File: src/rtl/core/swfr_pkg.sv
// Shared types, constants and the arctangent table for the steered wheel force rotation.
// Every module of the block imports this package; it depends on nothing else.
`timescale 1ns / 1ps

package swfr_pkg;

    // Number of rotation iterations; the table only goes to 24 entries.
    localparam int ROTATION_STAGES     = 16;
    localparam int ANGLE_FRACTION_BITS = 13;
    localparam int NSTG = (ROTATION_STAGES > 24) ? 24 : ROTATION_STAGES;

    localparam int ANG_W     = 16;
    localparam int FORCE_W   = 24;
    localparam int WORK_FRAC = 30;
    localparam int GAIN_W    = 31;
    localparam int PROD_W    = FORCE_W + GAIN_W;
    localparam int VW        = 56;
    localparam int ZIN_W     = ANG_W + WORK_FRAC - ANGLE_FRACTION_BITS;
    localparam int ZW1       = ZIN_W + 1;
    localparam int ZC_W      = 33;

    localparam longint HALF_PI_Q30 = 64'sd1686629713;
    localparam longint GAIN_Q30    = 64'sd652032874;
    localparam longint FORCE_MAX   = 64'sd8388607;
    localparam longint FORCE_MIN   = -64'sd8388608;

    // Largest number of quarter turns that a widened angle can hold.
    localparam int NQT = int'(((64'sd1 <<< (ZIN_W - 1)) - 64'sd1) / HALF_PI_Q30);
    localparam int KW  = ($clog2(NQT + 1) > 2) ? $clog2(NQT + 1) : 2;

    // Quarter-turn stages, rotation stages and the output register.
    localparam int LATENCY = NSTG + 3;

    typedef logic signed [ANG_W-1:0]   t_angle;
    typedef logic signed [FORCE_W-1:0] t_force;
    typedef logic signed [GAIN_W-1:0]  t_gain;
    typedef logic signed [PROD_W-1:0]  t_prod;
    typedef logic signed [VW-1:0]      t_vec;
    typedef logic signed [ZIN_W-1:0]   t_zin;
    typedef logic signed [ZW1-1:0]     t_zwide;
    typedef logic signed [ZC_W-1:0]    t_zc;

    typedef struct packed {
        t_angle angle;
        t_force fx;
        t_force fy;
    } t_front_in;

    typedef struct packed {
        t_vec x;
        t_vec y;
        t_zc  z;
    } t_lane;

    typedef struct packed {
        t_force x;
        t_force y;
    } t_front_out;

    typedef struct packed {
        t_force rl_x;
        t_force rl_y;
        t_force rr_x;
        t_force rr_y;
    } t_rear;

    typedef t_front_in  [1:0] t_front_in_pair;
    typedef t_lane      [1:0] t_lane_pair;
    typedef t_front_out [1:0] t_front_out_pair;

    // atan(2^-i) in Q30, rounded to nearest.
    function automatic longint atan_q30(input int i);
        longint v;
        unique case (i)
            0:       v = 64'sd843314857;
            1:       v = 64'sd497837829;
            2:       v = 64'sd263043837;
            3:       v = 64'sd133525159;
            4:       v = 64'sd67021687;
            5:       v = 64'sd33543516;
            6:       v = 64'sd16775851;
            7:       v = 64'sd8388437;
            8:       v = 64'sd4194283;
            9:       v = 64'sd2097149;
            10:      v = 64'sd1048576;
            11:      v = 64'sd524288;
            12:      v = 64'sd262144;
            13:      v = 64'sd131072;
            14:      v = 64'sd65536;
            15:      v = 64'sd32768;
            16:      v = 64'sd16384;
            17:      v = 64'sd8192;
            18:      v = 64'sd4096;
            19:      v = 64'sd2048;
            20:      v = 64'sd1024;
            21:      v = 64'sd512;
            22:      v = 64'sd256;
            23:      v = 64'sd128;
            default: v = 64'sd0;
        endcase
        return v;
    endfunction

endpackage

File: src/rtl/core/swfr_post.sv
// Output stage: round the Q30 working values to whole units and saturate to 24 bits.
// One register stage; depends on swfr_pkg.
`timescale 1ns / 1ps

module swfr_post (
    input  logic                      i_clk,
    input  logic                      i_rst_n,
    input  logic                      i_valid,
    input  swfr_pkg::t_lane_pair      i_lanes,
    output logic                      o_valid,
    output swfr_pkg::t_front_out_pair o_forces
);
    import swfr_pkg::*;

    localparam t_vec RND    = VW'(64'sd1 <<< (WORK_FRAC - 1));
    localparam t_vec SAT_HI = VW'(FORCE_MAX);
    localparam t_vec SAT_LO = VW'(FORCE_MIN);

    t_vec            sx [2];
    t_vec            sy [2];
    t_front_out_pair n_out;
    t_front_out_pair r_out;
    logic            r_valid;

    always_comb begin
        for (int l = 0; l < 2; l++) begin
            sx[l] = (i_lanes[l].x + RND) >>> WORK_FRAC;
            sy[l] = (i_lanes[l].y + RND) >>> WORK_FRAC;
            if (sx[l] > SAT_HI) begin
                n_out[l].x = FORCE_W'(SAT_HI);
            end else if (sx[l] < SAT_LO) begin
                n_out[l].x = FORCE_W'(SAT_LO);
            end else begin
                n_out[l].x = FORCE_W'(sx[l]);
            end
            if (sy[l] > SAT_HI) begin
                n_out[l].y = FORCE_W'(SAT_HI);
            end else if (sy[l] < SAT_LO) begin
                n_out[l].y = FORCE_W'(SAT_LO);
            end else begin
                n_out[l].y = FORCE_W'(sy[l]);
            end
        end
    end

    always_ff @(posedge i_clk) begin
        if (!i_rst_n) begin
            r_valid <= 1'b0;
        end else begin
            r_valid <= i_valid;
        end
    end

    always_ff @(posedge i_clk) begin
        r_out <= n_out;
    end

    assign o_valid  = r_valid;
    assign o_forces = r_out;

endmodule

File: config.mk
export PLATFORM = sky130hd
export DESIGN_NAME = swfr_post
export DESIGN_NICKNAME = d
export VERILOG_FILES = /design/src/rtl/core/swfr_pkg.sv /design/src/rtl/core/swfr_post.sv
export SDC_FILE = /design/constraint.sdc
export NUM_CORES = 1
export LEC_CHECK = 0
export BUFFER_PORTS_ARGS = -buffer_cell sky130_fd_sc_hd__buf_2
export CORE_AREA = 5 5 149 151
export CTS_CLUSTER_SIZE = 30
export DETAILED_ROUTE_END_ITERATION = 7
export DIE_AREA = 0 0 154 156
export GPL_ROUTABILITY_DRIVEN = 0
export GPL_TIMING_DRIVEN = 0
export SETUP_SLACK_MARGIN = 0.3
export SYNTH_ARGS = -nofsm -noshare
export SYNTH_HDL_FRONTEND = slang
export SYNTH_SLANG_ARGS = --single-unit
File: constraint.sdc
create_clock -name i_clk -period 5.9 [get_ports i_clk]
set_input_delay 1.18 -clock i_clk [delete_from_list [all_inputs] [get_ports i_clk]]
set_output_delay 1.18 -clock i_clk [all_outputs]
set_load 0.01 [all_outputs]
==> key figures <==
Outcome
  – Outcome: completed

STA
  – Min cycle time layout: 3.02 ns
  – Hold_ws: ~1 ns
  – Post-route setup slack: approximately 2.9 ns
  – # setup viols final: 0
  – FMAX: 331 MHz
  – Max Transition Viols Final: 0
  – Hold Violations, Final: 0
  – RSZ-0062 raised after global routing: no
  – Worst Max-Slew Pin Slew: 0.983 ns
  – Slew HR: 0.338
  – Final TNS setup: 0 ns
  – Period utilisation layout: 0.513

Global routing
  – Wire length of the first global-routing pass: 26900 microns
  – GRT met3 Usage: 0.0350
  – Met2 usage: 0.209
  – Largest net degree at the start of global routing: 18
  – Vias in the first global route: 5148
  – Total GRT Usage: 0.137
  – Initial antenna violation count: 0
  – M1 GR Usage: 0.185
  – GR peak layer: met2
  – Grt total ovfl: 0

Routing
  – Final ANT Viol Nets: 0
  – Routed length per instance: between 10 and 15 microns
  – Via density: 4.72
  – Vias: 5258
  – DRC: 0
  – Drt pass-1 iters: 5
  – Wirelength, routed: ~17000 microns
  – DRT iter0 DRCs: 237

Synth
  – Synth Instances: about 620
  – Sequential share of the synthesized area: 0.362
  – Total number of yosys warnings: 0
  – Post-synth EDFFs: 0
  – Synth Cell Area: 5370 sq um
  – Mean Syn Cell Area: slightly below 9 sq um
  – Count of cell types in the netlist: 62
  – Number of synthesized register bits: 97
  – Async SR Flop Fraction: 0
  – Synth Net Count: 915
  – Ys flop type: dfxtp_1

Clock tree
  – # resized after CTS: 0
  – Clk root buf: clkbuf_16
  – Clock transition at the registers of the reported paths: approximately 0.07 ns
  – Cts hold-fix bufs: 0
  – Buffers inserted by post-CTS timing repair: 0
  – Max clock buf depth: 2
  – Max H-tree Level: 3
  – Total CTS buffers: 9
  – CTS tree: yes
  – Clk sinks: 97

Setup path
  – Max FO, Critical Path: 7
  – Worst EP required: 6.08 ns
  – Crit path kind: in -> reg
  – Critical Path End Type: flop
  – Nature of the critical path startpoint: primary input
  – Worst EP arrival: 3.21 ns

Floorplan
  – Core box area: 20700 sq um
  – Initial core utilization: 0.260
  – Die Ht: 156 microns
  – Die area: 24000 sq um
  – Row count: 53
  – Die X: 154 microns
  – Top Ports: 390

Power
  – Pleak: about 0.0028 uW
  – Max IR drop VDD: 116 uV
  – Overall power: between 1500 and 2000 uW
  – Power Density: 229 nW/um^2

Placed design
  – I/O Buffers: 206
  – Worst Setup Slack post-DPL: 2.52 ns
  – DP Wirelength: 13700 microns

Final layout
  – Diode count: 0
  – Share of cells above drive strength 1: 0.348
  – Final net count: 1132
  – Area grow syn2layout: 30.8%
  – Fillers: 2213

Job
  – Max Cap Viol: 0

Min path
  – Hold crit path type: in -> reg
==> report_power, final <==
part / switching, uW / internal, uW
clock: 263 / 291
combinational: 193 / 135
sequential: 14.4 / 714
total: 470 / 1140
==> critical path: stages <==
cell and delay [ns]:
buf_2 0.14, and4_1 0.30, nand3_1 0.28, o311ai_2 0.62
nor2_1 0.08, a211oi_1 0.40, o21ai_0 0.21
==> synth_stat cells, drive strengths merged (3+ instances only) <==
| cell | n | area (sq um) |
|---|---|---|
| xnor2 | 47 | 427 |
| buf | 10 | 85.1 |
| ha | 4 | 50.1 |
| xor2 | 45 | 394 |
| nor4 | 7 | 65.1 |
| o21ai | 69 | 424 |
| clkbuf | 5 | 21.3 |
| nor2 | 43 | 180 |
| or3 | 4 | 25.0 |
| nand2 | 59 | 224 |
| o22ai | 6 | 51.3 |
| nor3 | 18 | 128 |
| and3 | 11 | 68.8 |
| and2 | 12 | 75.1 |
| mux2 | 3 | 33.8 |
| inv | 12 | 45.0 |
| o211ai | 5 | 37.5 |
| a21oi | 46 | 275 |
| dfxtp | 97 | 1940 |
| nand3 | 41 | 210 |
| a31oi | 7 | 58.8 |
| and4 | 11 | 96.3 |
| nand4 | 30 | 230 |
==> logic make-up (layout without fill, tap and decap cells) <==
logic type	Yosys count	in the layout	share of synthesized area
XOR/XNOR	92	92	0.153
AND/OR/NAND/NOR	246	246	0.256
multiplexers	3	3	0.00629
adder cells (fa/ha/maj)	4	4	0.00932
buffers and inverters	27	249	0.0282
flip-flops	97	97	0.362
AO/OA/AOI/OAI	149	149	0.186
==> registers in the layout, summed over array words and instances (netlist names) <==
register,cells
o_valid,1
o_forces,96
==> layout by cell type (no fill, tap or decap), types with 11 or more instances in the layout <==
cell | Yosys | layout
dfxtp_1 | 97 | 97
nor2_1 | 41 | 41
nand3_1 | 40 | 40
and4_1 | 11 | 11
nor3_1 | 13 | 13
o21ai_0 | 30 | 30
nand4_1 | 26 | 26
and2_1 | 12 | 12
inv_1 | 12 | 12
xor2_1 | 45 | 45
a21oi_2 | 12 | 12
xnor2_1 | 45 | 45
and3_1 | 11 | 11
buf_2 | 5 | 211
o21ai_2 | 21 | 21
o21ai_1 | 18 | 18
nand2_1 | 58 | 58
a21oi_1 | 34 | 34
==> metal layers <==
metal  wire length, microns  vias to the layer above
li1                       -                     2660
met4                    317                        0
met5                      0                        -
met3                   1240                       19
met1                   7630                     2388
met2                   7500                      191
==> through the flow <==
stage,std cells,instance area (sq um),util
3_5_place_dp,1099,6750,0.326
2_1_floorplan,618,5370,-
3_3_place_gp,1099,6750,0.326
5_1_grt,1115,7020,0.340
4_1_cts,1115,7020,0.340
6_report,1115,7020,0.340
==> area by class of cell <==
class | instances | area [sq um] | share of cell area
well taps | 275 | 344 | 0.0490
clock inverters | 6 | 48.8 | 0.00695
inverters | 12 | 45.0 | 0.00641
clock buffers | 10 | 229 | 0.0326
multi-input cells | 494 | 3280 | 0.467
flip-flops and latches | 97 | 1940 | 0.276
plain buffers | 15 | 106 | 0.0151
repair buffers | 206 | 1030 | 0.147
==> path summary, 6_finish.rpt <==
kind / startpoint / to / slack, ns / depth (start not counted)
hold / removal: i_valid / o_valid$_SDFF_PN0_ / 1.03 / 2
setup / recovery: i_lanes[132] / o_forces[25]$_SDFF_PN1_ / 2.88 / 7
(Power assumes the default switching activity.)
