### config.mk
export PLATFORM = sky130hd
export DESIGN_NAME = swfr_prerot
export DESIGN_NICKNAME = d
export VERILOG_FILES = /design/src/rtl/core/swfr_pkg.sv /design/src/rtl/core/swfr_prerot.sv
export SDC_FILE = /design/constraint.sdc
export NUM_CORES = 2
export LEC_CHECK = 0
export ABC_AREA = 1
export BUFFER_PORTS_ARGS = -buffer_cell sky130_fd_sc_hd__buf_4
export CAP_MARGIN = 30
export CORE_MARGIN = 3
export CORE_UTILIZATION = 40
export DETAILED_ROUTE_END_ITERATION = 6
export PLACE_DENSITY_LB_ADDON = 0.2
export SYNTH_ARGS = -nofsm -noshare
export SYNTH_HDL_FRONTEND = slang
export SYNTH_SLANG_ARGS = --single-unit
### constraint.sdc
create_clock -name i_clk -period 10.7 [get_ports i_clk]
set_input_delay 2.14 -clock i_clk [delete_from_list [all_inputs] [get_ports i_clk]]
set_output_delay 2.14 -clock i_clk [all_outputs]
set_load 0.02 [all_outputs]
### src/rtl/core/swfr_pkg.sv
// Shared types, constants and the arctangent table for the steered wheel force rotation.
// Every module of the block imports this package; it depends on nothing else.
`timescale 1ns / 1ps

package swfr_pkg;

    // Number of rotation iterations; the table only goes to 24 entries.
    localparam int ROTATION_STAGES     = 16;
    localparam int ANGLE_FRACTION_BITS = 13;
    localparam int NSTG = (ROTATION_STAGES > 24) ? 24 : ROTATION_STAGES;

    localparam int ANG_W     = 16;
    localparam int FORCE_W   = 24;
    localparam int WORK_FRAC = 30;
    localparam int GAIN_W    = 31;
    localparam int PROD_W    = FORCE_W + GAIN_W;
    localparam int VW        = 56;
    localparam int ZIN_W     = ANG_W + WORK_FRAC - ANGLE_FRACTION_BITS;
    localparam int ZW1       = ZIN_W + 1;
    localparam int ZC_W      = 33;

    localparam longint HALF_PI_Q30 = 64'sd1686629713;
    localparam longint GAIN_Q30    = 64'sd652032874;
    localparam longint FORCE_MAX   = 64'sd8388607;
    localparam longint FORCE_MIN   = -64'sd8388608;

    // Largest number of quarter turns that a widened angle can hold.
    localparam int NQT = int'(((64'sd1 <<< (ZIN_W - 1)) - 64'sd1) / HALF_PI_Q30);
    localparam int KW  = ($clog2(NQT + 1) > 2) ? $clog2(NQT + 1) : 2;

    // Quarter-turn stages, rotation stages and the output register.
    localparam int LATENCY = NSTG + 3;

    typedef logic signed [ANG_W-1:0]   t_angle;
    typedef logic signed [FORCE_W-1:0] t_force;
    typedef logic signed [GAIN_W-1:0]  t_gain;
    typedef logic signed [PROD_W-1:0]  t_prod;
    typedef logic signed [VW-1:0]      t_vec;
    typedef logic signed [ZIN_W-1:0]   t_zin;
    typedef logic signed [ZW1-1:0]     t_zwide;
    typedef logic signed [ZC_W-1:0]    t_zc;

    typedef struct packed {
        t_angle angle;
        t_force fx;
        t_force fy;
    } t_front_in;

    typedef struct packed {
        t_vec x;
        t_vec y;
        t_zc  z;
    } t_lane;

    typedef struct packed {
        t_force x;
        t_force y;
    } t_front_out;

    typedef struct packed {
        t_force rl_x;
        t_force rl_y;
        t_force rr_x;
        t_force rr_y;
    } t_rear;

    typedef t_front_in  [1:0] t_front_in_pair;
    typedef t_lane      [1:0] t_lane_pair;
    typedef t_front_out [1:0] t_front_out_pair;

    // atan(2^-i) in Q30, rounded to nearest.
    function automatic longint atan_q30(input int i);
        longint v;
        unique case (i)
            0:       v = 64'sd843314857;
            1:       v = 64'sd497837829;
            2:       v = 64'sd263043837;
            3:       v = 64'sd133525159;
            4:       v = 64'sd67021687;
            5:       v = 64'sd33543516;
            6:       v = 64'sd16775851;
            7:       v = 64'sd8388437;
            8:       v = 64'sd4194283;
            9:       v = 64'sd2097149;
            10:      v = 64'sd1048576;
            11:      v = 64'sd524288;
            12:      v = 64'sd262144;
            13:      v = 64'sd131072;
            14:      v = 64'sd65536;
            15:      v = 64'sd32768;
            16:      v = 64'sd16384;
            17:      v = 64'sd8192;
            18:      v = 64'sd4096;
            19:      v = 64'sd2048;
            20:      v = 64'sd1024;
            21:      v = 64'sd512;
            22:      v = 64'sd256;
            23:      v = 64'sd128;
            default: v = 64'sd0;
        endcase
        return v;
    endfunction

endpackage

### src/rtl/core/swfr_prerot.sv
// Front end of the rotation: gain multiply, angle widening and exact quarter turns.
// Two register stages; depends on swfr_pkg.
`timescale 1ns / 1ps

module swfr_prerot (
    input  logic                  i_clk,
    input  logic                  i_rst_n,
    input  logic                  i_valid,
    input  swfr_pkg::t_front_in_pair i_front,
    output logic                  o_valid,
    output swfr_pkg::t_lane_pair  o_lanes
);
    import swfr_pkg::*;

    localparam int          ZPAD   = WORK_FRAC - ANGLE_FRACTION_BITS;
    localparam t_gain       GAIN_C = GAIN_W'(GAIN_Q30);
    localparam logic [1:0]  QT_0   = 2'd0;
    localparam logic [1:0]  QT_90  = 2'd1;
    localparam logic [1:0]  QT_180 = 2'd2;
    localparam logic [1:0]  QT_270 = 2'd3;

    t_prod      n_px [2];
    t_prod      n_py [2];
    t_zc        n_zr [2];
    logic [1:0] n_q  [2];

    logic       r_v1;
    t_prod      r_px [2];
    t_prod      r_py [2];
    t_zc        r_zr [2];
    logic [1:0] r_q  [2];

    t_lane      n_lane [2];
    logic       r_v2;
    t_lane_pair r_lanes;

    for (genvar l = 0; l < 2; l++) begin : g_lane
        t_zin       z_in;
        t_zwide     z_ext;
        t_zwide     thr;
        t_zwide     off;
        t_zwide     z_red;
        logic [KW-1:0] k;
        t_vec       xe;
        t_vec       ye;

        assign z_in  = {i_front[l].angle, {ZPAD{1'b0}}};
        assign z_ext = ZW1'(z_in);

        // Count the quarter turns that bring the angle into [-pi/2, pi/2].
        always_comb begin
            k   = '0;
            off = '0;
            thr = '0;
            for (int m = 1; m <= NQT; m++) begin
                thr = ZW1'(longint'(m) * HALF_PI_Q30);
                if (z_ext > thr) begin
                    k   = KW'(m);
                    off = thr;
                end else if (z_ext < -thr) begin
                    k   = KW'(m);
                    off = -thr;
                end
            end
            z_red   = z_ext - off;
            n_zr[l] = ZC_W'(z_red);
            n_q[l]  = z_ext[ZW1-1] ? (2'b00 - k[1:0]) : k[1:0];
            n_px[l] = t_prod'(i_front[l].fx) * t_prod'(GAIN_C);
            n_py[l] = t_prod'(i_front[l].fy) * t_prod'(GAIN_C);
        end

        assign xe = VW'(r_px[l]);
        assign ye = VW'(r_py[l]);

        always_comb begin
            n_lane[l].z = r_zr[l];
            unique case (r_q[l])
                QT_0: begin
                    n_lane[l].x = xe;
                    n_lane[l].y = ye;
                end
                QT_90: begin
                    n_lane[l].x = -ye;
                    n_lane[l].y = xe;
                end
                QT_180: begin
                    n_lane[l].x = -xe;
                    n_lane[l].y = -ye;
                end
                QT_270: begin
                    n_lane[l].x = ye;
                    n_lane[l].y = -xe;
                end
                default: begin
                    n_lane[l].x = xe;
                    n_lane[l].y = ye;
                end
            endcase
        end
    end

    always_ff @(posedge i_clk) begin
        if (!i_rst_n) begin
            r_v1 <= 1'b0;
            r_v2 <= 1'b0;
        end else begin
            r_v1 <= i_valid;
            r_v2 <= r_v1;
        end
    end

    always_ff @(posedge i_clk) begin
        for (int l = 0; l < 2; l++) begin
            r_px[l]    <= n_px[l];
            r_py[l]    <= n_py[l];
            r_zr[l]    <= n_zr[l];
            r_q[l]     <= n_q[l];
            r_lanes[l] <= n_lane[l];
        end
    end

    assign o_valid = r_v2;
    assign o_lanes = r_lanes;

endmodule

==> impl_metrics.csv <==
group,metric,value,unit
outcome,status,"finished, final reports clean",
clocking,cts-root-buf,"clkbuf_16",
placement,portBuffers,417,
clocking,cts_tree,"yes",
grt,grtUsageTotal,30.4,%
die,die_y,458,um
clocking,clk_pin_slew,70,ps
synthesis,yosys_warnings,0,
drt,vias,70900,
timing,worst_pin_slew,1050,ps
drt,wl_per_cell,23.7,um
worst_setup_path,criticalPathCategory,"input pin to register",
die,die_area,209000,um2
worst_setup_path,startpoint_type,"input pin",
clocking,ctsResizeCount,0,
drt,viasPerCell,5.22,
timing,setup_slack,2620,ps
drt,drtIter0Drc,6366,
timing,final_max_slew_viol_count,0,
drt,drtPass1Iterations,6,
synthesis,syn-instance-count,10500,
synthesis,synth.avg_cell_area,7.79,um2
clocking,ctsHoldBuffers,0,
flow_run,cap_viol_max_count,0,
timing,grt_setup_unrepaired,"false",
synthesis,synthArstFlopShare,0,%
timing,slew_headroom,30.1,%
timing,hold_viol,0,
die,start_util,40.3,%
worst_setup_path,arrival,8660,ps
clocking,cts_buffers,58,
timing,period_share,75.5,%
placement,gp_congestion,1.02,
die,dieWidth,458,um
worst_setup_path,critPathRequiredTime,11280,ps
grt,antenna_found_initial,8,
worst_setup_path,worst_setup_path_end_kind,"register",
synthesis,ys_seq_area_share,13.9,%
synthesis,synth_flop_cell,"dfxtp_1",
clocking,cts_sinks,568,
clocking,clk_latency,670,ps
clocking,clockBufferDepth,3,
layout,final_util,44.3,%
synthesis,synth.distinct_cells,53,
placement,pre_cts_ws,2220,ps
drt,ant_nets,0,
clocking,htree_levels,2,
clocking,post_cts_buffers,0,
synthesis,syn-cell-area,81600,um2
grt,grt_max_degree,96,
timing,tns,0,ps
drt,drt_wl_total,321,mm
die,core-area,203000,um2
timing,setup_viol,0,
grt,overflow,0,
min_path,hp-class,"register to register",
layout,fin_nets,13200,
die,rows,165,
layout,area_growth,10.1,%
die,ios,422,
placement,dp_hpwl,286,mm
synthesis,ys_ff_latch,568,
synthesis,synth_edf_count,0,
drt,drc,0,
timing,maxClockFrequency,124,MHz
grt,grt_pass1_wl,473,mm
timing,period_minus_slack,8080,ps
timing,finalClockSkew,30.4,ps
grt,grt_pass1_vias,71900,
worst_setup_path,critPathMaxFanout,8,
layout,drive_gt1_share,5.75,%
==> worst max-delay path, stage by stage <==
cell,delay (ps)
buf_4,180
ha_1,530
inv_1,170
fa_1,550
inv_1,110
fa_1,550
inv_1,60
fa_1,450
fa_1,550
inv_1,70
fa_1,540
inv_1,50
fa_1,500
inv_1,50
ha_1,360
nand2_1,110
nor2_1,200
nand2_1,170
nor4_1,660
nand3_1,320
nand3_1,190
nand2_1,60
nand2_1,70
==> cells in the final DEF, fill, tap and decap left out, types with 38 or more instances in the layout <==
cell / synthesis / layout
buf_4: 7 / 429
nand4_1: 264 / 264
inv_1: 2547 / 2547
o21bai_1: 38 / 38
nor2_1: 837 / 831
xor2_1: 138 / 138
nand3_1: 673 / 673
nand2_1: 2097 / 2097
ha_1: 1054 / 1054
nor3_1: 54 / 54
xnor2_1: 61 / 61
clkbuf_16: 0 / 58
o21ai_0: 242 / 242
fa_1: 1188 / 1188
dfxtp_1: 568 / 568
o2111ai_1: 54 / 54
a21oi_1: 330 / 330
==> sequential cells by signal (all words and copies together) (netlist names) <==
name and flops:
o_lanes 284, r_px 108, r_v1 1, r_q 4, r_zr 62, r_py 108, o_valid 1
==> layout make-up <==
type	instances	area [um2]
diodes	2	5.00
clock buffers	68	1550
clock inverters	37	443
fillers	20700	113000
inverters	2562	9620
multi-input cells	7240	60200
flip-flops and latches	568	11400
well taps	2672	3340
repair buffers	432	3270
==> per-layer routing <==
layer / up-vias / global-route usage, % / share of wire, %
met1: 34900 / 42.3 / 44
li1: 33000 / - / -
met5: - / 0 / 0.013
met2: 2582 / 49.8 / 46
met3: 374 / 3.50 / 6.2
met4: 6 / 8.36 / 3.4
==> path summary, 6_finish.rpt <==
path / startpoint / end / slack [ps] / cells past startpoint
max: i_front[88] / r_px[0][99] / 2620 / 23
min: r_zr[0][30] / o_lanes[30] / 320 / 0
max reg2reg: r_q[0][0] / o_lanes[97] / 7480 / 4
min reg2reg: r_zr[0][30] / o_lanes[30] / 320 / 0
==> stage by stage <==
step,area [um2],instances,hold WS (ps)
final,89800,13600,319
after global routing,89800,13600,330
after CTS,89800,13600,319
after detailed placement,87800,13500,312
after global placement,87700,13500,311
after floorplan,81600,10500,310
==> synthesized netlist by cell type (5+ instances only) <==
cell type  number  area [um2]
dfxtp_1       568       11400
inv_2          15        56.3
a31oi_1         5        31.3
xnor2_1        61         534
inv_1        2547        9560
o21bai_1       38         285
clkbuf_1       56         210
ha_1         1054       13200
nand2_2        17         106
nor2_2         21         131
a21o_1         21         158
and2_1         12        75.1
nand2_1      2097        7870
buf_2          18        90.1
a21boi_0        6        45.0
o21a_1          8        60.1
or2_2          12        75.1
nand3_1       673        3370
nand4_1       264        1650
nor2_1        837        3140
o22ai_1        15        93.8
o21ai_0       242        1210
xor2_1        138        1210
buf_4           7        52.6
a21oi_1       330        1650
nor3_1         54         270
o2111ai_1      54         473
nand3b_1       26         195
nor2_4         11         124
fa_1         1188       23800
buf_1          15        56.3
nor4_1         16         100
==> kinds of logic after synthesis <==
group | share of synthesized area (%)
flip-flops | 13.9
adder cells (fa/ha/maj) | 45.3
buffers and inverters | 12.3
AO/OA/AOI/OAI | 5.05
XOR/XNOR | 2.14
other | 0.00460
AND/OR/NAND/NOR | 21.2
Power is not shown: default switching activity piles up to over one toggle a cycle in this logic, so the estimate is an artifact.
